$ cat config.mk
export PLATFORM = sky130hd
export DESIGN_NAME = tlv_tag_occurrence_finder
export DESIGN_NICKNAME = d
export VERILOG_FILES = /design/src/tlvf_pkg.sv /design/src/tlvf_walker.sv /design/src/tlvf_out_reg.sv /design/src/tlv_tag_occurrence_finder.sv
export SDC_FILE = /design/constraint.sdc
export NUM_CORES = 1
export LEC_CHECK = 0
export BUFFER_PORTS_ARGS = -buffer_cell sky130_fd_sc_hd__buf_2
export CORE_UTILIZATION = 47
export CTS_CLUSTER_DIAMETER = 80
export DETAILED_ROUTE_END_ITERATION = 10
export GPL_TIMING_DRIVEN = 0
export HOLD_SLACK_MARGIN = 0.05
export PLACE_DENSITY_LB_ADDON = 0.1
export SETUP_SLACK_MARGIN = 0.4
export SLEW_MARGIN = 20
export SYNTH_ARGS = -nofsm -noshare
export SYNTH_HDL_FRONTEND = slang
export SYNTH_SLANG_ARGS = --single-unit
$ cat constraint.sdc
create_clock -name clk -period 5.17 [get_ports clk]
set_input_delay 0.517 -clock clk [delete_from_list [all_inputs] [get_ports clk]]
set_output_delay 0.517 -clock clk [all_outputs]
set_load 0.01 [all_outputs]
$ cat src/tlvf_pkg.sv
// tlvf_pkg: shared types, codes and helpers for the tlv tag occurrence finder
// no dependencies; used by every module under src
package tlvf_pkg;

	localparam int unsigned CFG_IDX_W = 1;
	localparam int unsigned CFG_DATA_W = 16;

	localparam logic [CFG_IDX_W-1:0] CFG_TARGET_TAG = 1'd0;
	localparam logic [CFG_IDX_W-1:0] CFG_OCCURRENCE = 1'd1;

	localparam logic [15:0] TARGET_TAG_RST = 16'h0000;
	localparam logic [7:0] OCCURRENCE_RST = 8'd1;

	localparam logic [2:0] PH_TAG1 = 3'd0;
	localparam logic [2:0] PH_TAG2 = 3'd1;
	localparam logic [2:0] PH_LEN1 = 3'd2;
	localparam logic [2:0] PH_LEN2 = 3'd3;
	localparam logic [2:0] PH_LEN2M = 3'd4;
	localparam logic [2:0] PH_SKIP = 3'd5;
	localparam logic [2:0] PH_COPY = 3'd6;

	localparam logic [1:0] ST_VALUE = 2'd0;
	localparam logic [1:0] ST_EMPTY = 2'd1;
	localparam logic [1:0] ST_NOT_FOUND = 2'd2;
	localparam logic [1:0] ST_TRUNC = 2'd3;

	localparam logic [4:0] TAG_MULTI_MASK = 5'h1F;
	localparam logic [7:0] LEN_LONG_ONE = 8'h81;
	localparam logic [15:0] CONS_BIT_TWO = 16'h2000;
	localparam logic [15:0] CONS_BIT_ONE = 16'h0020;
	localparam logic [7:0] COUNT_MAX = 8'hFF;

	typedef struct packed {
		logic [7:0] data_byte;
		logic last_byte;
	} item_t;

	typedef struct packed {
		logic [7:0] value_byte;
		logic [7:0] value_length;
		logic [1:0] status;
		logic last;
	} result_t;

	function automatic logic tag_constructed(input logic [15:0] t);
		logic res;
		if (t[12:8] == TAG_MULTI_MASK) begin
			res = (t & CONS_BIT_TWO) != 16'h0000;
		end else begin
			res = (t & CONS_BIT_ONE) != 16'h0000;
		end
		return res;
	endfunction

endpackage

$ cat src/tlvf_walker.sv
// tlvf_walker: ber-tlv walk state and per-word next-state logic
// depends on tlvf_pkg
module tlvf_walker (
	input logic clk,
	input logic arst_n,
	input logic step,
	input tlvf_pkg::item_t item,
	input logic [15:0] target_tag,
	input logic [7:0] occurrence,
	output logic res_valid,
	output tlvf_pkg::result_t res
);

	logic [2:0] phase_q, phase_n;
	logic [15:0] tag_q, tag_n;
	logic [7:0] cnt_q, cnt_n;
	logic [7:0] rem_q, rem_n;
	logic [7:0] mlen_q, mlen_n;
	logic fin_q, fin_n;

	logic [7:0] cnt_inc;
	logic [7:0] rem_dec;
	logic tag_hit;
	logic tl_go;
	logic tl_match;
	logic copied;

	assign tag_hit = tag_q == target_tag;
	assign cnt_inc = (cnt_q == tlvf_pkg::COUNT_MAX) ? cnt_q : cnt_q + 8'd1;
	assign rem_dec = rem_q - 8'd1;

	always_comb begin
		phase_n = phase_q;
		tag_n = tag_q;
		cnt_n = cnt_q;
		rem_n = rem_q;
		mlen_n = mlen_q;
		fin_n = fin_q;
		res_valid = 1'b0;
		res = '0;
		copied = 1'b0;
		tl_go = 1'b0;
		tl_match = 1'b0;

		if (!fin_q) begin
			unique case (phase_q)
				tlvf_pkg::PH_TAG2: begin
					tag_n = tag_q | {8'h00, item.data_byte};
					phase_n = tlvf_pkg::PH_LEN1;
				end
				tlvf_pkg::PH_LEN1: begin
					if (tag_hit) begin
						cnt_n = cnt_inc;
					end
					if (item.data_byte == tlvf_pkg::LEN_LONG_ONE) begin
						if (tag_hit && cnt_inc == occurrence) begin
							mlen_n = 8'h00;
							phase_n = tlvf_pkg::PH_LEN2M;
						end else begin
							phase_n = tlvf_pkg::PH_LEN2;
						end
					end else begin
						tl_go = 1'b1;
						tl_match = tag_hit && cnt_inc == occurrence;
					end
				end
				tlvf_pkg::PH_LEN2: begin
					tl_go = 1'b1;
				end
				tlvf_pkg::PH_LEN2M: begin
					tl_go = 1'b1;
					tl_match = 1'b1;
				end
				tlvf_pkg::PH_SKIP: begin
					rem_n = rem_dec;
					if (rem_dec == 8'h00) begin
						phase_n = tlvf_pkg::PH_TAG1;
					end
				end
				tlvf_pkg::PH_COPY: begin
					rem_n = rem_dec;
					copied = 1'b1;
					res_valid = 1'b1;
					res.value_byte = item.data_byte;
					res.value_length = mlen_q;
					res.status = tlvf_pkg::ST_VALUE;
					res.last = rem_dec == 8'h00;
					if (rem_dec == 8'h00) begin
						fin_n = 1'b1;
					end
				end
				default: begin
					if (item.data_byte[4:0] == tlvf_pkg::TAG_MULTI_MASK) begin
						tag_n = {item.data_byte, 8'h00};
						phase_n = tlvf_pkg::PH_TAG2;
					end else begin
						tag_n = {8'h00, item.data_byte};
						phase_n = tlvf_pkg::PH_LEN1;
					end
				end
			endcase
		end

		// length field complete
		if (tl_go) begin
			if (tl_match) begin
				mlen_n = item.data_byte;
				if (item.data_byte == 8'h00) begin
					res_valid = 1'b1;
					res.value_byte = 8'h00;
					res.value_length = 8'h00;
					res.status = tlvf_pkg::ST_EMPTY;
					res.last = 1'b1;
					fin_n = 1'b1;
				end else begin
					rem_n = item.data_byte;
					phase_n = tlvf_pkg::PH_COPY;
				end
			end else if (tlvf_pkg::tag_constructed(tag_q) || item.data_byte == 8'h00) begin
				phase_n = tlvf_pkg::PH_TAG1;
			end else begin
				rem_n = item.data_byte;
				phase_n = tlvf_pkg::PH_SKIP;
			end
		end

		// end of response
		if (item.last_byte) begin
			if (!fin_n) begin
				res_valid = 1'b1;
				if (phase_n == tlvf_pkg::PH_COPY || phase_n == tlvf_pkg::PH_LEN2M) begin
					res.value_byte = copied ? item.data_byte : 8'h00;
					res.value_length = mlen_n;
					res.status = tlvf_pkg::ST_TRUNC;
				end else begin
					res.value_byte = 8'h00;
					res.value_length = 8'h00;
					res.status = tlvf_pkg::ST_NOT_FOUND;
				end
				res.last = 1'b1;
			end
			phase_n = tlvf_pkg::PH_TAG1;
			tag_n = 16'h0000;
			cnt_n = 8'h00;
			rem_n = 8'h00;
			mlen_n = 8'h00;
			fin_n = 1'b0;
		end
	end

	always_ff @(posedge clk or negedge arst_n) begin
		if (!arst_n) begin
			phase_q <= tlvf_pkg::PH_TAG1;
			tag_q <= 16'h0000;
			cnt_q <= 8'h00;
			rem_q <= 8'h00;
			mlen_q <= 8'h00;
			fin_q <= 1'b0;
		end else if (step) begin
			phase_q <= phase_n;
			tag_q <= tag_n;
			cnt_q <= cnt_n;
			rem_q <= rem_n;
			mlen_q <= mlen_n;
			fin_q <= fin_n;
		end
	end

endmodule

$ cat src/tlvf_out_reg.sv
// tlvf_out_reg: result register on the output channel
// depends on tlvf_pkg
module tlvf_out_reg (
	input logic clk,
	input logic arst_n,
	input logic load,
	input tlvf_pkg::result_t res,
	input logic out_ready,
	output logic free,
	output logic out_valid,
	output logic [7:0] value_byte,
	output logic [7:0] value_length,
	output logic [1:0] status,
	output logic last
);

	logic valid_q;
	tlvf_pkg::result_t res_q;

	assign free = !valid_q || out_ready;

	always_ff @(posedge clk or negedge arst_n) begin
		if (!arst_n) begin
			valid_q <= 1'b0;
		end else if (load) begin
			valid_q <= 1'b1;
		end else if (out_ready) begin
			valid_q <= 1'b0;
		end
	end

	always_ff @(posedge clk) begin
		if (load) begin
			res_q <= res;
		end
	end

	assign out_valid = valid_q;
	assign value_byte = res_q.value_byte;
	assign value_length = res_q.value_length;
	assign status = res_q.status;
	assign last = res_q.last;

endmodule

$ cat src/tlv_tag_occurrence_finder.sv
// tlv_tag_occurrence_finder: streaming ber-tlv tag search, top level
// each word is held in the input register; its result is registered in the output register and then offered
// throughput: one word per cycle, unless a result meets a full output register that is not being read
// reset: asynchronous; walk state idle, target_tag 0, occurrence 1, output empty
// depends on tlvf_pkg, tlvf_walker, tlvf_out_reg
module tlv_tag_occurrence_finder (
	input logic clk,
	input logic arst_n,
	input logic cfg_write,
	input logic [tlvf_pkg::CFG_IDX_W-1:0] cfg_index,
	input logic [tlvf_pkg::CFG_DATA_W-1:0] cfg_data,
	input logic in_valid,
	output logic in_ready,
	input logic [7:0] data_byte,
	input logic last_byte,
	output logic out_valid,
	input logic out_ready,
	output logic [7:0] value_byte,
	output logic [7:0] value_length,
	output logic [1:0] status,
	output logic last
);

	logic [15:0] target_tag_q;
	logic [7:0] occurrence_q;

	logic valid_s1;
	tlvf_pkg::item_t item_s1;

	logic adv_s1;
	logic res_valid;
	tlvf_pkg::result_t res;
	logic out_free;

	// config registers
	always_ff @(posedge clk or negedge arst_n) begin
		if (!arst_n) begin
			target_tag_q <= tlvf_pkg::TARGET_TAG_RST;
			occurrence_q <= tlvf_pkg::OCCURRENCE_RST;
		end else if (cfg_write) begin
			unique case (cfg_index)
				tlvf_pkg::CFG_TARGET_TAG: target_tag_q <= cfg_data;
				tlvf_pkg::CFG_OCCURRENCE: occurrence_q <= cfg_data[7:0];
				default: ;
			endcase
		end
	end

	// input register
	assign adv_s1 = valid_s1 && (!res_valid || out_free);
	assign in_ready = !valid_s1 || adv_s1;

	always_ff @(posedge clk or negedge arst_n) begin
		if (!arst_n) begin
			valid_s1 <= 1'b0;
		end else if (in_ready) begin
			valid_s1 <= in_valid;
		end
	end

	always_ff @(posedge clk) begin
		if (in_valid && in_ready) begin
			item_s1.data_byte <= data_byte;
			item_s1.last_byte <= last_byte;
		end
	end

	tlvf_walker u_walker (
		.clk(clk),
		.arst_n(arst_n),
		.step(adv_s1),
		.item(item_s1),
		.target_tag(target_tag_q),
		.occurrence(occurrence_q),
		.res_valid(res_valid),
		.res(res)
	);

	tlvf_out_reg u_out_reg (
		.clk(clk),
		.arst_n(arst_n),
		.load(adv_s1 && res_valid),
		.res(res),
		.out_ready(out_ready),
		.free(out_free),
		.out_valid(out_valid),
		.value_byte(value_byte),
		.value_length(value_length),
		.status(status),
		.last(last)
	);

	a_stall_only_on_backpressure: assert property (@(posedge clk) disable iff (!arst_n)
		(valid_s1 && !in_ready) |-> (out_valid && !out_ready))
		else $error("input stalled without output backpressure");

	a_end_status_is_last: assert property (@(posedge clk) disable iff (!arst_n)
		(out_valid && (status == tlvf_pkg::ST_NOT_FOUND || status == tlvf_pkg::ST_EMPTY))
		|-> last)
		else $error("terminal status without last");

	a_value_has_length: assert property (@(posedge clk) disable iff (!arst_n)
		(out_valid && status == tlvf_pkg::ST_VALUE) |-> (value_length != 8'h00))
		else $error("value word with zero declared length");

	a_empty_has_no_length: assert property (@(posedge clk) disable iff (!arst_n)
		(out_valid && status == tlvf_pkg::ST_EMPTY) |-> (value_length == 8'h00))
		else $error("empty match with nonzero length");

endmodule
Word-level counts from Yosys, hierarchy flattened
Index checks and enable logic that the tools add are counted.
{"block": "op_classes", "add_sub_neg": 2, "n_eq_ne": 16, "muxes": 68, "bitwise": 2, "reduce_logical": 25}
{"operator": "8-bit 2-to-1 mux", "n": 20}
{"operator": "19-bit 2-to-1 mux", "n": 7}
{"operator": "16-bit 2-to-1 mux", "n": 3}
{"operator": "16-bit case mux with 2 select lines", "n": 1}
{"operator": "3-bit 2-to-1 mux", "n": 9}
{"operator": "1-bit 2-to-1 mux", "n": 23}
{"operator": "18-bit 2-to-1 mux", "n": 1}
{"operator": "16-bit == test", "n": 1}
{"operator": "8-bit == test, second input constant", "n": 2}
{"operator": "8-bit logical NOT", "n": 2}
{"operator": "16-bit by 8-bit OR with 16-bit output", "n": 1}
{"operator": "3-bit == test, second input constant", "n": 5}
{"operator": "3-bit case mux with 4 select lines", "n": 1}
{"operator": "5-bit == test, second input constant", "n": 2}
{"operator": "8-bit by 1-bit adder with 8-bit output, second input constant", "n": 1}
{"operator": "8-bit == test", "n": 1}
{"operator": "8-bit by 1-bit subtractor with 8-bit output, second input constant", "n": 1}
{"operator": "3-bit by 2-bit == test with 1-bit output, second input constant", "n": 2}
{"operator": "2-bit nonzero test", "n": 3}
{"operator": "1-bit logical OR", "n": 5}
{"operator": "5-bit OR reduction", "n": 1}
{"operator": "1-bit logical AND", "n": 4}
{"operator": "1-bit case mux with 2 select lines", "n": 2}
{"operator": "2-bit AND reduction", "n": 2}
{"operator": "other kinds (10)", "n": 13}
{"block": "totals", "ff_bits": 98, "input_bits": 31, "out_inout_bits": 21, "elab_cells": 129}

Longest topological paths before layout
{"block": "depth", "depth_word": 18, "mapped_depth": 13, "depth_no_buf": 11}

Hierarchy
From an unflattened synthesis, not the netlist that was laid out.
{"block": "hier_totals", "hier_cells": 465, "area_unflattened_um2": 5215.0}
{"module": "tlvf_walker", "n_inst": 1, "cells_per_inst": 375, "area_each_um2": 3318.2, "seq_area_each_um2": 1101.1}
{"module": "tlv_tag_occurrence_finder", "n_inst": 1, "cells_per_inst": 68, "area_each_um2": 1278.7, "seq_area_each_um2": 897.1}
{"module": "tlvf_out_reg", "n_inst": 1, "cells_per_inst": 22, "area_each_um2": 618.1, "seq_area_each_um2": 595.6}

Least setup slack after synthesis
OpenSTA, ideal clock, no wires.
{"block": "synth_timing", "path_kind": "register to register", "start": "register u_walker.cnt_q[0]", "end": "register u_out_reg.res_q (netlist bit u_out_reg.last), enable pin", "setup_ps": 395, "arrival_time_ps": 3281, "required_ps": 4775, "slack_ps": 1494, "path_stages_with_launch": 12, "n_path_buf": 1, "synth_period_minus_slack_ps": 3676, "cell_sequence": "dfrtp_1 ha_1 buf_2 and4_4 a2bb2oi_1 o31ai_1 a2111o_1 nor4_1 a21boi_1 nand2b_1 and2_1 nor2_1"}
{"block": "synth_between", "elab_chain_cells": 15, "elab_cells_between_ends": 18, "cone_classes": "add/sub (1); eq/ne (2); mux (10); reduce/logical (5)"}
{"element": "from (decl)", "line_no": "tlvf_walker.sv:16", "rtl": "logic [7:0] cnt_q, cnt_n;"}
{"element": "from (signal assigned)", "line_no": "tlvf_walker.sv:162", "rtl": "cnt_q <= cnt_n;"}
{"element": "8-bit by 1-bit adder with 8-bit output / 8-bit == test (equally long branches)", "line_no": "tlvf_walker.sv:29", "rtl": "assign cnt_inc = (cnt_q == tlvf_pkg::COUNT_MAX) ? cnt_q : cnt_q + 8'd1;"}
{"element": "8-bit 2-to-1 mux *", "line_no": "tlvf_walker.sv:29"}
{"element": "8-bit == test *", "line_no": "tlvf_walker.sv:64", "rtl": "tl_match = tag_hit && cnt_inc == occurrence;"}
{"element": "1-bit logical AND *", "line_no": "tlvf_walker.sv:64"}
{"element": "1-bit 2-to-1 mux *", "line_no": "tlvf_walker.sv:55", "rtl": "if (item.data_byte == tlvf_pkg::LEN_LONG_ONE) begin"}
{"element": "1-bit case mux with 2 select lines *", "line_no": "tlvf_walker.sv:46", "rtl": "unique case (phase_q)"}
{"element": "1-bit 2-to-1 mux *", "line_no": "tlvf_walker.sv:45", "rtl": "if (!fin_q) begin"}
{"element": "1-bit 2-to-1 mux", "line_no": "tlvf_walker.sv:106", "rtl": "if (tl_match) begin"}
{"element": "1-bit 2-to-1 mux", "line_no": "tlvf_walker.sv:105", "rtl": "if (tl_go) begin"}
{"element": "1-bit 2-to-1 mux", "line_no": "tlvf_walker.sv:129", "rtl": "if (!fin_n) begin"}
{"element": "1-bit 2-to-1 mux *", "line_no": "tlvf_walker.sv:128", "rtl": "if (item.last_byte) begin"}
{"element": "1-bit logical NOT", "line_no": "tlv_tag_occurrence_finder.sv:50", "rtl": "assign adv_s1 = valid_s1 && (!res_valid || out_free);"}
{"element": "1-bit logical OR", "line_no": "tlv_tag_occurrence_finder.sv:50"}
{"element": "1-bit logical AND", "line_no": "tlv_tag_occurrence_finder.sv:50"}
{"element": "1-bit logical AND *", "line_no": "tlv_tag_occurrence_finder.sv:82", "rtl": ".load(adv_s1 && res_valid),"}
{"element": "via u_out_reg.load", "line_no": "tlvf_out_reg.sv:6", "rtl": "input logic load,"}
{"element": "to (signal assigned)", "line_no": "tlvf_out_reg.sv:34", "rtl": "res_q <= res;"}
{"element": "to (decl)", "line_no": "tlvf_out_reg.sv:18", "rtl": "tlvf_pkg::result_t res_q;"}
The timed path passes the listed nets; every way through them passes the cells marked *.
A chain may end at the register's enable or synchronous reset.

Worst setup path in the final report
{"block": "layout_timing", "start": "register u_walker.cnt_q[0]", "end": "register u_out_reg.res_q (netlist bit u_out_reg.value_length[0]), enable pin"}
Same word-level chain as after synthesis.

==> run summary <==
The run finished with clean final reports. The per-cell via count in the routed design was 5.92; the post-synthesis sequential element count was 98. The overall fraction of global-route tracks in use is 0.235, and the smallest hold slack is 0.312 ns. The H-tree was split into 3 levels.

The remaining number of nets flagged by the antenna check after routing came out at 0. The count of final hold-check violations is 0. The run gives 0.00237 µW as the leakage power.

For this block, the via count after detailed routing is 4058. The first global-routing pass estimated 20400 µm of wire. The clock passes through at most 2 buffers. The Yosys step of the flow raised 0 warnings. The number of filler cells placed in the layout was 942; the number of placed I/O pins was 52. STA puts the critical path data arrival time at 4.33 ns. The setup path with the least slack is of type reg -> reg. The sum of routed wire length over all layers came out at 12300 µm. Capturing point of the worst reg2reg path: u_out_reg.value_length[0]$_DFFE_PP_.

Static timing analysis puts the maximum clock frequency at 238 MHz. Counting the buffers created by CTS gives 9. For the detailed-placement wirelength estimate, the log shows 8840 µm.

In this run the vertical extent of the chip is 106 µm. The tools report the post-route core utilization as 0.553. The proportion of synthesized flip-flops having asynchronous set or reset is 0.714, and the die footprint is 0.0113 mm². For this block, the initial DRC count from the detailed router was 286. In this run the tool buffered the top-level ports with 51 buffer cells. The setup TNS was 0 ns. The worst setup path is captured at a flip-flop. After detailed routing, the number of remaining DRC violations is 0. The via count of the first global-routing pass was 3902.

Counting I/O delays and the setup requirement, the final critical path takes 4.20 ns. The startpoint identified for the worst hold timing path is data_byte[7]. The share of the yosys chip area belonging to registers came out at 0.508.

For the count of mapped cells out of synthesis, the log shows 479. TritonCTS built the clock tree. The starting density of the core is 0.490. The tools report the relative slew slack as 0.313.

The synthesized netlist contains 69 unique library cells. The first TritonRoute pass finished after 5 iterations. The number of synthesized flops with an enable pin is 28, and the actual slew at the worst max-slew pin is 1.02 ns. Clock latency reported for the late side of the worst-skew pair: 0.37 ns.

The synthesized cell area came out at 0.00510 mm². The tool flagged a number of max-cap violations equal to 0. Setup repair after global routing left no endpoint under its margin.

0 antenna diodes ended up in the layout. For the initial antenna violation count, the log shows 0. For flop-to-flop paths, the worst setup slack is 0.97 ns. In this run the standard cell core region covers 0.0104 mm². The instance count along the most critical hold path was 1; the final critical-path share of the clock period was 0.812.

Counting every sink on the clock net gives 98. The highest fanout seen on the critical path came out at 15. After the flow finishes, the layout carries non-filler instances totaling 685. The worst-case IR drop observed on VDD is 0.222 mV. Clock skew on the completed layout was measured at 0.00677 ns. The number of setup violations in the final report came out at 0.

The design draws 2320 µW. For the worst flop-to-flop path, the logic depth is 13. A synthesized cell averages 10.7 µm².

The path class of the tightest hold or removal check is in -> reg. At the end of routability-driven placement, the weighted congestion stood at 0.884. The tools report the site row count as 37. The worst setup path is launched from a flip-flop.

Dividing total power by cell area gives a power density of 404 mW/mm². The width of the chip is 106 µm, and the number of nets in the synthesized netlist is 513. The final net count came out at 578. The instance count after placement with tap cells included is 668, and the number of pins with negative max-slew slack in the final report is 0. After clock tree synthesis, the clock-pin slew on the worst setup and hold paths is 0.10 ns. The tools report the number of setup buffers added after CTS as 0. The tools report the root cell of the clock tree as sky130_fd_sc_hd__clkbuf_8.

Global routing finished with a remaining overflow of 0. The layout overhead on the synthesized area is 12.9%, and the average wire per standard cell is 18.0 µm. The predominant post-synthesis flop cell was sky130_fd_sc_hd__dfrtp_1. The hold-critical path endpoint was item_s1[8]$_DFFE_PP_. The startpoint of the worst-slack reg-to-reg timing path was u_walker.cnt_q[0]$_DFFE_PN0P_. The pin count of the biggest net entering global routing was 56. The share of cells above drive strength 1 works out to 0.226. The worst endpoint required time is 5.30 ns.
==> worst max-delay path by stage <==
stage                                          endpoint  slack [ns]  cells past startpoint                          start
floorplan                      u_out_reg.last$_DFFE_PP_        1.49                     11  u_walker.cnt_q[0]$_DFFE_PN0P_
global placement      u_out_reg.value_byte[7]$_DFFE_PP_        0.60                     11  u_walker.cnt_q[0]$_DFFE_PN0P_
detailed placement                 item_s1[1]$_DFFE_PP_        0.91                     11  u_walker.cnt_q[0]$_DFFE_PN0P_
CTS                                            in_ready        0.81                     12  u_walker.cnt_q[0]$_DFFE_PN0P_
global route                                   in_ready        0.58                     12  u_walker.cnt_q[0]$_DFFE_PN0P_
finish              u_out_reg.value_length[0]$_DFFE_PP_        0.97                     13  u_walker.cnt_q[0]$_DFFE_PN0P_
==> cell type report <==
type / count / area, µm² / area share
multi-input combinational: 343 / 2340 / 0.407
timing repair buffer: 54 / 307 / 0.0532
inverter: 12 / 45.0 / 0.00782
tap: 136 / 170 / 0.0295
clock inverter: 6 / 42.5 / 0.00738
buffer: 26 / 133 / 0.0230
sequential: 98 / 2590 / 0.450
clock buffer: 10 / 128 / 0.0222
==> placed cells by master, fill, tap and decap left out, types with 4 or more instances in the layout <==
| cell type | Yosys | final |
|---|---|---|
| sky130_fd_sc_hd__dfrtp_1 | 69 | 69 |
| sky130_fd_sc_hd__buf_2 | 6 | 56 |
| sky130_fd_sc_hd__nand2_1 | 40 | 40 |
| sky130_fd_sc_hd__nor2_1 | 39 | 37 |
| sky130_fd_sc_hd__edfxtp_1 | 28 | 28 |
| sky130_fd_sc_hd__a22o_1 | 26 | 26 |
| sky130_fd_sc_hd__a21oi_1 | 25 | 25 |
| sky130_fd_sc_hd__mux2_2 | 25 | 25 |
| sky130_fd_sc_hd__xnor2_1 | 23 | 23 |
| sky130_fd_sc_hd__o21ai_0 | 17 | 17 |
| sky130_fd_sc_hd__clkbuf_1 | 13 | 14 |
| sky130_fd_sc_hd__and2_1 | 14 | 14 |
| sky130_fd_sc_hd__inv_1 | 12 | 12 |
| sky130_fd_sc_hd__clkbuf_8 | 0 | 9 |
| sky130_fd_sc_hd__nand4_1 | 8 | 8 |
| sky130_fd_sc_hd__nand3_1 | 8 | 8 |
| sky130_fd_sc_hd__nor3_1 | 7 | 7 |
| sky130_fd_sc_hd__or3_1 | 7 | 7 |
| sky130_fd_sc_hd__or2_2 | 7 | 7 |
| sky130_fd_sc_hd__nor2b_1 | 7 | 7 |
| sky130_fd_sc_hd__o31ai_1 | 6 | 6 |
| sky130_fd_sc_hd__nor4_1 | 5 | 5 |
| sky130_fd_sc_hd__nand2b_1 | 5 | 5 |
| sky130_fd_sc_hd__or4_1 | 4 | 4 |
| sky130_fd_sc_hd__buf_4 | 3 | 4 |
| sky130_fd_sc_hd__a31oi_1 | 4 | 4 |
| sky130_fd_sc_hd__o221ai_1 | 4 | 4 |
==> cells in the mapped netlist (3+ instances only) <==
master | number | area [µm²]
sky130_fd_sc_hd__a22o_1 | 26 | 228
sky130_fd_sc_hd__buf_4 | 3 | 22.5
sky130_fd_sc_hd__o21ai_0 | 17 | 85.1
sky130_fd_sc_hd__o31ai_1 | 6 | 45.0
sky130_fd_sc_hd__nor2_1 | 39 | 146
sky130_fd_sc_hd__o221ai_1 | 4 | 35.0
sky130_fd_sc_hd__nand2b_1 | 5 | 31.3
sky130_fd_sc_hd__a21oi_1 | 25 | 125
sky130_fd_sc_hd__nand3_1 | 8 | 40.0
sky130_fd_sc_hd__nor4_1 | 5 | 31.3
sky130_fd_sc_hd__mux2_2 | 25 | 282
sky130_fd_sc_hd__nand2_1 | 40 | 150
sky130_fd_sc_hd__and4_1 | 3 | 26.3
sky130_fd_sc_hd__xnor2_1 | 23 | 201
sky130_fd_sc_hd__clkbuf_1 | 13 | 48.8
sky130_fd_sc_hd__ha_1 | 3 | 37.5
sky130_fd_sc_hd__o22ai_1 | 3 | 18.8
sky130_fd_sc_hd__and3_1 | 3 | 18.8
sky130_fd_sc_hd__dfrtp_1 | 69 | 1730
sky130_fd_sc_hd__nor2b_1 | 7 | 43.8
sky130_fd_sc_hd__or4_1 | 4 | 30.0
sky130_fd_sc_hd__edfxtp_1 | 28 | 841
sky130_fd_sc_hd__o41ai_1 | 3 | 26.3
sky130_fd_sc_hd__nand4_1 | 8 | 50.1
sky130_fd_sc_hd__and2_1 | 14 | 87.6
sky130_fd_sc_hd__or3_1 | 7 | 43.8
sky130_fd_sc_hd__buf_2 | 6 | 30.0
sky130_fd_sc_hd__inv_1 | 12 | 45.0
sky130_fd_sc_hd__a31oi_1 | 4 | 25.0
sky130_fd_sc_hd__nor3_1 | 7 | 35.0
sky130_fd_sc_hd__or2_2 | 7 | 43.8
==> repair_timing <==
| action | in CTS | in global routing |
|---|---|---|
| resized for setup | 0 | 2 |
| endpoints found under the setup margin | 0 | 1 |
| hold buffers | 1 | 0 |
| endpoints found under the hold margin | 15 | 0 |
==> routing by layer <==
layer / part of all wire / track usage / up-vias
met5: 0 / 0 / -
met4: 0.015 / 0.0764 / 0
met3: 0.055 / 0.0429 / 15
met2: 0.47 / 0.360 / 133
met1: 0.46 / 0.336 / 2008
li1: - / - / 1902
==> worst max-delay path: stages (launching register included) <==
cell	delay [ns]
sky130_fd_sc_hd__dfrtp_1	0.45
sky130_fd_sc_hd__ha_1	0.22
sky130_fd_sc_hd__buf_2	0.17
sky130_fd_sc_hd__and4_4	0.21
sky130_fd_sc_hd__a2bb2oi_1	0.22
sky130_fd_sc_hd__o31ai_1	0.12
sky130_fd_sc_hd__a2111o_1	0.46
sky130_fd_sc_hd__or4_1	0.52
sky130_fd_sc_hd__buf_2	0.19
sky130_fd_sc_hd__o41ai_2	0.45
sky130_fd_sc_hd__buf_2	0.31
sky130_fd_sc_hd__buf_2	0.29
sky130_fd_sc_hd__nor2_2	0.15
sky130_fd_sc_hd__buf_6	0.19
==> power by group <==
| group | total, µW | switching [µW] | internal (µW) |
|---|---|---|---|
| registers | 1070 | 116 | 951 |
| logic | 809 | 465 | 345 |
| clock network | 448 | 272 | 176 |
| total | 2320 | 853 | 1470 |
==> cell families (layout without fill, tap and decap cells) <==
kind of cell	count (synthesis)	after routing	synth area share
multiplexers	25	25	0.0552
adder cells (fa/ha/maj)	3	3	0.00736
AO/OA/AOI/OAI	123	123	0.180
buffers and inverters	38	108	0.0348
XOR/XNOR	25	25	0.0429
flip-flops	98	98	0.508
AND/OR/NAND/NOR	167	167	0.171
==> flip-flops by register name, indices dropped and copies added, names as in the netlist, 2 cells and up <==
name	count
u_walker.phase_q	3
u_walker.tag_q	16
item_s1	9
u_walker.cnt_q	8
target_tag_q	16
u_out_reg.value_length	8
occurrence_q	8
u_walker.mlen_q	8
u_out_reg.status	2
u_walker.rem_q	8
u_out_reg.value_byte	8
==> metrics by stage <==
stage                     setup slack (ns)  area (µm²)
after floorplan                       1.49        5100
after global placement               0.602        5530
after detailed placement             0.905        5570
after CTS                            0.806        5750
after global routing                 0.579        5760
final                                0.971        5760
Power figures use the tool's default switching activity.
